## src/design/sfcrc_pkg.sv

```systemverilog
// ----------------------------------------------------------------------------
// sfcrc_pkg
// Shared types, constants and the byte-wide CRC-16 update for the sensor
// response frame checker.
// ----------------------------------------------------------------------------
package sfcrc_pkg;

  typedef logic [7:0]  byte_t;
  typedef logic [15:0] word_t;
  typedef logic [2:0]  pos_t;

  localparam int unsigned FRAME_BYTES = 8;

  localparam word_t CRC_INIT = 16'hFFFF;
  localparam word_t CRC_POLY = 16'hA001;

  // byte positions inside a response frame
  localparam pos_t POS_FUNC   = 3'd0;
  localparam pos_t POS_HUM_HI = 3'd2;
  localparam pos_t POS_HUM_LO = 3'd3;
  localparam pos_t POS_TMP_HI = 3'd4;
  localparam pos_t POS_TMP_LO = 3'd5;
  localparam pos_t POS_CRC_LO = 3'd6;
  localparam pos_t POS_CRC_HI = pos_t'(FRAME_BYTES - 1);

  // reflected CRC-16, LSB first, one byte
  function automatic word_t crc16_byte(input word_t crc, input byte_t b);
    word_t c;
    c = crc ^ {8'h00, b};
    for (int k = 0; k < 8; k++) begin
      if (c[0]) begin
        c = (c >> 1) ^ CRC_POLY;
      end else begin
        c = c >> 1;
      end
    end
    return c;
  endfunction

endpackage

```

## src/design/sfcrc_if.sv

```systemverilog
// ----------------------------------------------------------------------------
// sfcrc_if
// Valid/ready channels of the sensor response frame checker: the byte input
// channel and the frame result channel.
// ----------------------------------------------------------------------------
interface sfcrc_in_if;
  import sfcrc_pkg::*;

  logic  valid;
  logic  ready;
  byte_t rx_byte;
  logic  frame_start;

  modport source (output valid, output rx_byte, output frame_start, input ready);
  modport sink   (input valid, input rx_byte, input frame_start, output ready);
endinterface

interface sfcrc_out_if;
  import sfcrc_pkg::*;

  logic  valid;
  logic  ready;
  word_t humidity_raw;
  word_t temperature_raw;
  logic  crc_ok;
  logic  data_available;

  modport source (output valid, output humidity_raw, output temperature_raw,
                  output crc_ok, output data_available, input ready);
  modport sink   (input valid, input humidity_raw, input temperature_raw,
                  input crc_ok, input data_available, output ready);
endinterface

```

## src/design/sensor_frame_crc_checker_unit.sv

```systemverilog
// ----------------------------------------------------------------------------
// sensor_frame_crc_checker_unit
// Checks 8-byte sensor response frames with a reflected CRC-16 and latches
// the humidity and temperature words of good frames.
// ----------------------------------------------------------------------------
// An eighth byte passes the input register, then its result word is registered for out_ch.
// Throughput: one byte per cycle while no byte stalls; the byte-wide CRC update between the input
//   register and the frame state sets the path, one byte per clock.
// Only a byte that ends a frame stalls in the input register, and only while a result word is held and not taken.
// Reset (rst_n low, synchronous): frame position to zero, CRC to 0xFFFF,
//   latched words to zero, both channel registers empty.
// ----------------------------------------------------------------------------
module sensor_frame_crc_checker_unit (
  input  logic                 clk,
  input  logic                 rst_n,
  sfcrc_in_if.sink             in_ch,
  sfcrc_out_if.source          out_ch
);
  import sfcrc_pkg::*;

  // input register
  logic  in_valid_r;
  byte_t in_byte_r;
  logic  in_start_r;

  // frame state
  pos_t  pos_r,      pos_nxt;
  word_t crc_r,      crc_nxt;
  word_t hum_pend_r, hum_pend_nxt;
  word_t tmp_pend_r, tmp_pend_nxt;
  byte_t crc_lo_r,   crc_lo_nxt;
  word_t hum_str_r,  hum_str_nxt;
  word_t tmp_str_r,  tmp_str_nxt;

  // result register
  logic  out_valid_r;
  word_t out_hum_r;
  word_t out_tmp_r;
  logic  out_ok_r;
  logic  out_avail_r;

  pos_t  pos_eff;
  word_t crc_base;
  word_t crc_upd;
  word_t rx_crc;
  logic  crc_match;
  logic  emit;
  logic  out_free;
  logic  proc_adv;

  assign pos_eff  = in_start_r ? POS_FUNC : pos_r;
  assign crc_base = in_start_r ? CRC_INIT : crc_r;
  assign crc_upd  = crc16_byte(crc_base, in_byte_r);
  assign rx_crc   = {in_byte_r, crc_lo_r};
  assign crc_match = (rx_crc == crc_base);
  assign emit     = (pos_eff == POS_CRC_HI);

  assign out_free = !out_valid_r || out_ch.ready;
  // a byte that ends a frame waits for room in the result register
  assign proc_adv = in_valid_r && (!emit || out_free);

  assign in_ch.ready = !in_valid_r || proc_adv;

  always_comb begin
    pos_nxt      = pos_r;
    crc_nxt      = crc_r;
    hum_pend_nxt = hum_pend_r;
    tmp_pend_nxt = tmp_pend_r;
    crc_lo_nxt   = crc_lo_r;
    hum_str_nxt  = hum_str_r;
    tmp_str_nxt  = tmp_str_r;
    if (proc_adv) begin
      pos_nxt = pos_eff + pos_t'(1);
      crc_nxt = (pos_eff < POS_CRC_LO) ? crc_upd : crc_base;
      case (pos_eff)
        POS_HUM_HI: hum_pend_nxt = {in_byte_r, hum_pend_r[7:0]};
        POS_HUM_LO: hum_pend_nxt = {hum_pend_r[15:8], in_byte_r};
        POS_TMP_HI: tmp_pend_nxt = {in_byte_r, tmp_pend_r[7:0]};
        POS_TMP_LO: tmp_pend_nxt = {tmp_pend_r[15:8], in_byte_r};
        POS_CRC_LO: crc_lo_nxt   = in_byte_r;
        POS_CRC_HI: begin
          if (crc_match) begin
            hum_str_nxt = hum_pend_r;
            tmp_str_nxt = tmp_pend_r;
          end
          pos_nxt = POS_FUNC;
          crc_nxt = CRC_INIT;
        end
        default: ;
      endcase
    end
  end

  always_ff @(posedge clk) begin
    if (!rst_n) begin
      in_valid_r  <= 1'b0;
      pos_r       <= POS_FUNC;
      crc_r       <= CRC_INIT;
      hum_pend_r  <= '0;
      tmp_pend_r  <= '0;
      crc_lo_r    <= '0;
      hum_str_r   <= '0;
      tmp_str_r   <= '0;
      out_valid_r <= 1'b0;
    end else begin
      if (in_ch.ready) begin
        in_valid_r <= in_ch.valid;
      end
      pos_r      <= pos_nxt;
      crc_r      <= crc_nxt;
      hum_pend_r <= hum_pend_nxt;
      tmp_pend_r <= tmp_pend_nxt;
      crc_lo_r   <= crc_lo_nxt;
      hum_str_r  <= hum_str_nxt;
      tmp_str_r  <= tmp_str_nxt;
      if (proc_adv && emit) begin
        out_valid_r <= 1'b1;
      end else if (out_ch.ready) begin
        out_valid_r <= 1'b0;
      end
    end
  end

  // payload registers
  always_ff @(posedge clk) begin
    if (in_ch.ready) begin
      in_byte_r  <= in_ch.rx_byte;
      in_start_r <= in_ch.frame_start;
    end
    if (proc_adv && emit) begin
      out_hum_r   <= hum_str_nxt;
      out_tmp_r   <= tmp_str_nxt;
      out_ok_r    <= crc_match;
      out_avail_r <= (hum_str_nxt != '0) || (tmp_str_nxt != '0);
    end
  end

  assign out_ch.valid           = out_valid_r;
  assign out_ch.humidity_raw    = out_hum_r;
  assign out_ch.temperature_raw = out_tmp_r;
  assign out_ch.crc_ok          = out_ok_r;
  assign out_ch.data_available  = out_avail_r;

  // a finished frame restarts the position and the CRC
  a_frame_restart: assert property (@(posedge clk) disable iff (!rst_n)
    (proc_adv && emit) |=> (pos_r == POS_FUNC) && (crc_r == CRC_INIT))
    else $error("frame state not restarted after result");

  // a failed check leaves the latched words alone
  a_fail_keeps: assert property (@(posedge clk) disable iff (!rst_n)
    (proc_adv && emit && !crc_match) |=> $stable(hum_str_r) && $stable(tmp_str_r))
    else $error("latched words changed on failed check");

  // latched words move only on the last byte of a frame
  a_latch_only_on_end: assert property (@(posedge clk) disable iff (!rst_n)
    !(proc_adv && emit) |=> $stable(hum_str_r) && $stable(tmp_str_r))
    else $error("latched words changed outside frame end");

  // a held byte stays in the input register
  a_in_hold: assert property (@(posedge clk) disable iff (!rst_n)
    (in_valid_r && !proc_adv) |=> in_valid_r && $stable(in_byte_r) && $stable(in_start_r))
    else $error("input register lost a stalled byte");

  // availability flag agrees with the reported words
  a_avail: assert property (@(posedge clk) disable iff (!rst_n)
    out_valid_r |-> (out_avail_r == ((out_hum_r != '0) || (out_tmp_r != '0))))
    else $error("data_available does not match reported words");

endmodule
```

## src/flat_wrapper.sv

```systemverilog
// flat-port wrapper written by rule: the top's interface ports become plain ports
module sensor_frame_crc_checker_unit_flat import sfcrc_pkg::*;
  (clk, rst_n, in_ch_valid, in_ch_rx_byte, in_ch_frame_start, in_ch_ready, out_ch_valid, out_ch_humidity_raw, out_ch_temperature_raw, out_ch_crc_ok, out_ch_data_available, out_ch_ready);
  sfcrc_in_if in_ch_i ();
  sfcrc_out_if out_ch_i ();
  input  logic clk;
  input  logic rst_n;
  input wire logic [$bits(in_ch_i.valid)-1:0] in_ch_valid;
  input wire logic [$bits(in_ch_i.rx_byte)-1:0] in_ch_rx_byte;
  input wire logic [$bits(in_ch_i.frame_start)-1:0] in_ch_frame_start;
  output wire logic [$bits(in_ch_i.ready)-1:0] in_ch_ready;
  output wire logic [$bits(out_ch_i.valid)-1:0] out_ch_valid;
  output wire logic [$bits(out_ch_i.humidity_raw)-1:0] out_ch_humidity_raw;
  output wire logic [$bits(out_ch_i.temperature_raw)-1:0] out_ch_temperature_raw;
  output wire logic [$bits(out_ch_i.crc_ok)-1:0] out_ch_crc_ok;
  output wire logic [$bits(out_ch_i.data_available)-1:0] out_ch_data_available;
  input wire logic [$bits(out_ch_i.ready)-1:0] out_ch_ready;
  assign in_ch_i.valid = in_ch_valid;
  assign in_ch_i.rx_byte = in_ch_rx_byte;
  assign in_ch_i.frame_start = in_ch_frame_start;
  assign in_ch_ready = in_ch_i.ready;
  assign out_ch_valid = out_ch_i.valid;
  assign out_ch_humidity_raw = out_ch_i.humidity_raw;
  assign out_ch_temperature_raw = out_ch_i.temperature_raw;
  assign out_ch_crc_ok = out_ch_i.crc_ok;
  assign out_ch_data_available = out_ch_i.data_available;
  assign out_ch_i.ready = out_ch_ready;
  sensor_frame_crc_checker_unit u_core (.clk(clk), .rst_n(rst_n), .in_ch(in_ch_i), .out_ch(out_ch_i));
endmodule
```

## config.mk

```make
export PLATFORM = sky130hd
export DESIGN_NAME = sensor_frame_crc_checker_unit_flat
export DESIGN_NICKNAME = d
export VERILOG_FILES = /design/src/design/sfcrc_pkg.sv /design/src/design/sfcrc_if.sv /design/src/design/sensor_frame_crc_checker_unit.sv /design/src/flat_wrapper.sv
export SDC_FILE = /design/constraint.sdc
export NUM_CORES = 1
export LEC_CHECK = 0
export BUFFER_PORTS_ARGS = -buffer_cell sky130_fd_sc_hd__buf_4
export CAP_MARGIN = 15
export CELL_PAD_IN_SITES_DETAIL_PLACEMENT = 2
export CELL_PAD_IN_SITES_GLOBAL_PLACEMENT = 2
export CORE_AREA = 2 2 129 131
export DETAILED_ROUTE_END_ITERATION = 8
export DIE_AREA = 0 0 131 133
export GPL_ROUTABILITY_DRIVEN = 1
export PLACE_DENSITY = 0.81
export SLEW_MARGIN = 15
export SYNTH_ARGS = -nofsm -noshare
export SYNTH_HDL_FRONTEND = slang
export SYNTH_SLANG_ARGS = --single-unit
```

## constraint.sdc

```tcl
create_clock -name clk -period 4.8 [get_ports clk]
set_clock_uncertainty 0.15 [all_clocks]
set_input_delay 0 -clock clk [delete_from_list [all_inputs] [get_ports clk]]
set_output_delay 0 -clock clk [all_outputs]
set_load 0.005 [all_outputs]
```

Word level (Yosys, flattened, before mapping)
Index checks and enable logic that the tools add are counted.

word-level totals
  bits in registers = 136
  bits in latches = 0
  memory bits (writable) = 0
  ROM bits = 0
  input port bits = 13
  word-level logic and storage cells = 79
  memories = 0

operators by class
  $add $sub $neg = 1
  multiply operators = 0
  div/mod/pow operators = 0
  order comparisons = 1
  equal/unequal tests = 7
  shifts and indexed selects = 0
  muxes and demuxes = 23
  bitwise gates (word level) = 13
  reductions and logical operators = 17

operator list
  operator                                           count
  two-way mux 16 bit                                 17
  case mux 16 bit (2 select lines)                   2
  nonzero test 16 bit                                2
  inverter 2 -> 3 bit                                8
  == test 16 bit                                     1
  XOR 16 x 8 -> 16 bit                               1
  == test 3 bit, second input constant               4
  AND reduction 3 bit                                4
  == test 3 x 2 -> 1 bit, second input constant      2
  two-way mux 3 bit                                  2
  logical OR 1 bit                                   4
  inverter 1 bit                                     4
  adder 3 x 1 -> 3 bit, second input constant        1
  zero test 1 bit                                    3
  less-than comparator 3 bit, second input constant  1
  logical AND 1 bit                                  2
  two-way mux 1 bit                                  2
  AND reduction 2 bit                                1
  nonzero test 2 bit                                 1

Longest topological paths before layout
  word-level depth = 20
  mapped depth = 13
  mapped depth without buffers = 9

Least setup slack after synthesis
Ideal clock, no wire load.

  path type = register to register
  start point = register u_core.in_start_r
  end point = register u_core.out_hum_r[10], in the netlist u_core.out_ch.humidity_raw[10] (data pin)
  data arrival time = 3.610 ns
  required time = 4.508 ns
  path slack = 0.899 ns
  cell stages (with the launch flop) = 14
  path buffers = 5
  period minus slack after synthesis = 3.901 ns
  cell sequence = edfxtp_1 > buf_4 > buf_2 > buf_6 > clkbuf_1 > nor2b_1 > ha_1 > ha_1 > a21boi_1 > nand2_1 > clkinv_1 > clkbuf_1 > nand4_1 > nand2_1

between the ends
  cells in the longest elaborated chain, start to end = 6

RTL lines
  item                                                        RTL line                              source
  start, declared                                             sensor_frame_crc_checker_unit.sv:24   logic in_start_r;
  start signal, assigned                                      sensor_frame_crc_checker_unit.sv:128  in_start_r <= in_ch.frame_start;
  branches (longest 5 deep; another with two-way mux 16 bit)  -
  two-way mux 16 bit (*)                                      sensor_frame_crc_checker_unit.sv:72   if (proc_adv) begin
  named net u_core.hum_str_nxt[10]                            sensor_frame_crc_checker_unit.sv:32   word_t hum_str_r, hum_str_nxt;
  end signal, assigned                                        sensor_frame_crc_checker_unit.sv:131  out_hum_r <= hum_str_nxt;
  end, declared                                               sensor_frame_crc_checker_unit.sv:37   word_t out_hum_r;

Mark *: on every way through the listed nets, which the timed path passes.
A chain may end at the register's enable or synchronous reset.

Worst setup path after layout
  start point = register u_core.in_start_r
  end point = register u_core.hum_str_r[3]

between the ends
  cells in the longest elaborated chain, start to end = 6

RTL lines
  item                                                        RTL line                              source
  branches (longest 5 deep; another with two-way mux 16 bit)  -
  two-way mux 16 bit (*)                                      sensor_frame_crc_checker_unit.sv:72
  end signal, assigned                                        sensor_frame_crc_checker_unit.sv:114  hum_str_r <= hum_str_nxt;
  end, declared                                               sensor_frame_crc_checker_unit.sv:32

Mark *: on every way between the ends.

==> metrics.log <==
INFO  metric status = finished, final reports clean
INFO  metric grt_remaining_overflow = 0
INFO  metric io_buffer_count = 48
INFO  metric final_hold_viol_count = 0
INFO  metric p_leak = around 3.0 nW
INFO  metric yosys.area.top_type_share = 30.08%
INFO  metric post_synth_most_frequent_cells = sky130_fd_sc_hd__dfxtp_1, sky130_fd_sc_hd__nor2_1, sky130_fd_sc_hd__nand2_1
INFO  metric cts_buffers = 17
INFO  metric core.rowCount = 47
INFO  metric sequential_area_share_after_synthesis = between 50% and 60%
INFO  metric antenna_diode_count = 0
INFO  metric number_of_max_cap_violations = 0
INFO  metric worstHoldPathType = in -> reg
INFO  metric synth.ff_latch_count = about 140
INFO  metric share_of_cells_above_drive_strength_1 = approximately a fifth
INFO  metric power_consumption = about 2.8 mW
INFO  metric post-cts-setup-buffers = 0
INFO  metric hold_path.startpoint = in_ch_frame_start
INFO  metric cp_data_arrival_time = 3780 ps
INFO  metric routed.top_layer = met4
INFO  metric post_synth.cell_area_avg = 10.30 sq um
INFO  metric timing.final.setup_violations = 0
INFO  metric vias = a little under 5000
INFO  metric cts_tree = yes
INFO  metric met2_wirelength = 10.18 mm
INFO  metric layout.filler_cells = roughly 1600
INFO  metric syn-instance-count = ~600
INFO  metric synthesis.yosys.warnings = 0
INFO  metric worst-setup-path-type = reg -> reg
INFO  metric post-synth-top-count-cell = sky130_fd_sc_hd__dfxtp_1
INFO  metric wl_met1 = 7.881 mm
INFO  metric initial_detailed_routing_violation_count = 172
INFO  metric antenna_left = 0
INFO  metric io-pin-count = roughly 50
INFO  metric holdBufCountCts = 12
INFO  metric postLayoutCellArea = 0.007410 sq mm
INFO  metric netlist_top_cells_area = sky130_fd_sc_hd__dfxtp_1, sky130_fd_sc_hd__edfxtp_1, sky130_fd_sc_hd__mux2i_1
INFO  metric chipWidth = about 130 um
INFO  metric gr-usage-all-layers = 23.18%
INFO  metric core = around 0.016 sq mm
INFO  metric vias_per_cell = 5.516
INFO  metric detail_route.drc_violations = 0
INFO  metric worstSetupStartpoint = u_core.in_start_r
INFO  metric dp_worst_slack = 1289 ps
INFO  metric min_period_over_period = 74.74%
INFO  metric detail_route.first_pass.iterations = 4
INFO  metric post-route-worst-setup-slack = 1213 ps
INFO  metric critical_path_required = roughly 5000 ps
INFO  metric rr_startpoint = u_core.in_start_r
INFO  metric drv_slew = 0
INFO  metric cts_root_buffer = sky130_fd_sc_hd__clkbuf_16
INFO  metric period_needed = approximately 3600 ps
INFO  metric endpoint_kind = register
INFO  metric worst_setup_hold_path_clk_slew = roughly 60 ps
INFO  metric place.detailed.hpwl = between 10 and 15 mm
INFO  metric critPathLaunchType = register
INFO  metric synth.net_count = 620
INFO  metric vdd_ir_drop_max = around 0.00025 V
INFO  metric synth_top_cell_by_area = sky130_fd_sc_hd__dfxtp_1
INFO  metric syn_area = between 0.006 and 0.007 sq mm
INFO  metric max_slew_margin_vs_limit = between 20% and 30%
INFO  metric die_area = roughly 0.017 sq mm
INFO  metric synth_cell_types = 46
INFO  metric met3_wirelength_from_detailed_routing = 547 um
INFO  metric gp_congestion = around 0.77
INFO  metric power.density = 372.5 mW/mm^2
INFO  metric ys_dominant_reg_cell = sky130_fd_sc_hd__dfxtp_1
INFO  metric layout-area-overhead-vs-synth = 19.71%
INFO  metric initial_util = a little under two fifths
INFO  metric finalSetupTns = 0 ps
INFO  metric synthArstFlopShare = 0%
INFO  metric route.detailed.wl_per_inst = approximately 22 um
INFO  metric grt_setup_unrepaired = no
INFO  metric synth-edff-count = 43
INFO  metric postRouteWirelength = 18.98 mm
INFO  metric fmaxAchievable = approximately 0.28 GHz
INFO  metric clock-sinks = around 140
INFO  metric grt_pass1_vias = about 5400
INFO  metric grt_pass1_wl = a little over 30 mm
INFO  metric die-height = between 100 and 150 um
INFO  metric finish.net_count = roughly 660
INFO  metric transition_time_at_the_pin_with_the_least_slew_margin = 1062 ps
INFO  metric dpl_cell_area = about 0.0067 sq mm
INFO  metric antenna_violations_before_repair = 0
INFO  metric clock_tree.htree_level_count = 4
INFO  metric cts-root-to-sink-buffers = 2
INFO  metric pin_count_of_the_biggest_net_entering_global_routing = just under 80
INFO  metric cts_repair_resize_count = 0
INFO  metric clock_latency_on_the_worst_skew_pair = around 440 ps
INFO  metric timing.critical_path.fanout_max = 49
==> report_power, final <==
part	internal (mW)	leakage [nW]	switching [mW]
logic	0.0757	1.57	0.0677
clock network	0.875	0.299	0.508
registers	1.19	1.09	0.0388
==> stage by stage <==
step / hold WS (ps) / utilization [%] / instances
5_1_grt: 126.6 / 45.82 / 872
3_3_place_gp: 28.13 / 41.24 / 828
6_report: 135.2 / 45.82 / 872
2_1_floorplan: -88.06 / - / 601
3_5_place_dp: 29.68 / 41.24 / 828
4_1_cts: 110.3 / 45.81 / 872
==> registers in the layout (all words and copies together) (netlist names), 3 cells and up <==
name / flops
u_core.hum_str_r: 16
u_core.crc_lo_r: 8
u_core.crc_r: 16
u_core.out_ch.humidity_raw: 16
u_core.tmp_pend_r: 16
u_core.tmp_str_r: 16
u_core.out_ch.temperature_raw: 16
u_core.pos_r: 3
u_core.hum_pend_r: 16
u_core.in_byte_r: 8
==> cells in the final DEF (no fill, tap or decap), types with 3 or more instances in the layout <==
cell	netlist	routed
sky130_fd_sc_hd__clkbuf_16	0	17
sky130_fd_sc_hd__inv_1	4	4
sky130_fd_sc_hd__o21ai_0	3	3
sky130_fd_sc_hd__xnor2_1	27	27
sky130_fd_sc_hd__nor4_1	16	16
sky130_fd_sc_hd__nor4bb_1	7	7
sky130_fd_sc_hd__clkinvlp_4	0	3
sky130_fd_sc_hd__xor2_1	6	6
sky130_fd_sc_hd__clkinv_2	0	5
sky130_fd_sc_hd__dlygate4sd3_1	0	12
sky130_fd_sc_hd__o22ai_1	7	7
sky130_fd_sc_hd__o31ai_2	29	29
sky130_fd_sc_hd__nand3_1	5	5
sky130_fd_sc_hd__nand2_1	57	57
sky130_fd_sc_hd__a21oi_1	50	50
sky130_fd_sc_hd__nand4_1	37	37
sky130_fd_sc_hd__mux2i_1	43	43
sky130_fd_sc_hd__o31ai_1	3	3
sky130_fd_sc_hd__ha_1	6	6
sky130_fd_sc_hd__nor2_1	73	73
sky130_fd_sc_hd__o211ai_1	8	8
sky130_fd_sc_hd__bufinv_16	0	4
sky130_fd_sc_hd__edfxtp_1	43	43
sky130_fd_sc_hd__nor3_1	5	5
sky130_fd_sc_hd__buf_4	6	58
sky130_fd_sc_hd__dfxtp_1	93	93
sky130_fd_sc_hd__nor2b_1	4	4
==> layout make-up <==
cell class	count	area, sq um	area share [%]
clock buffers	18	439.2	5.927
clock inverters	14	180.2	2.432
inverters	6	22.52	0.3040
multi-input cells	408	2784	37.57
flip-flops and latches	136	3153	42.55
well taps	220	275.3	3.715
repair buffers	70	555.5	7.497
==> cell families (layout without fill, tap and decap cells) <==
group                    count (synthesis)  in the layout  share of synthesized area, %
adder cells (fa/ha/maj)                  6              6                         1.213
AO/OA/AOI/OAI                          109            109                         13.30
flip-flops                             136            136                         50.94
XOR/XNOR                                38             38                         6.489
AND/OR/NAND/NOR                        212            212                         16.72
buffers and inverters                   57            108                         4.386
multiplexers                            43             43                         6.954
==> path summary, 6_finish.rpt <==
check	slack [ps]	depth (start not counted)	endpoint
worst max-delay path	1210	10	u_core.hum_str_r[3]
worst min-delay path	140	2	u_core.in_start_r
worst max register to register	1210	10	u_core.hum_str_r[3]
worst min register to register	350	2	u_core.tmp_str_r[12]
==> layer usage <==
layer	vias to the layer above	GRT usage, %
li1	2249	-
met1	2453	27.40
met2	85	40.96
met3	23	4.731
met4	0	8.570
met5	-	0
==> worst max-delay path: stages, from the launching register on <==
cell and delay, ps:
sky130_fd_sc_hd__edfxtp_1 750, sky130_fd_sc_hd__nor2b_1 190, sky130_fd_sc_hd__ha_1 280, sky130_fd_sc_hd__ha_1 260, sky130_fd_sc_hd__a21boi_1 160, sky130_fd_sc_hd__buf_4 220, sky130_fd_sc_hd__nand2_1 270, sky130_fd_sc_hd__inv_2 150
sky130_fd_sc_hd__buf_4 490, sky130_fd_sc_hd__nand4_1 270, sky130_fd_sc_hd__a21oi_1 240
(Power assumes the default switching activity.)
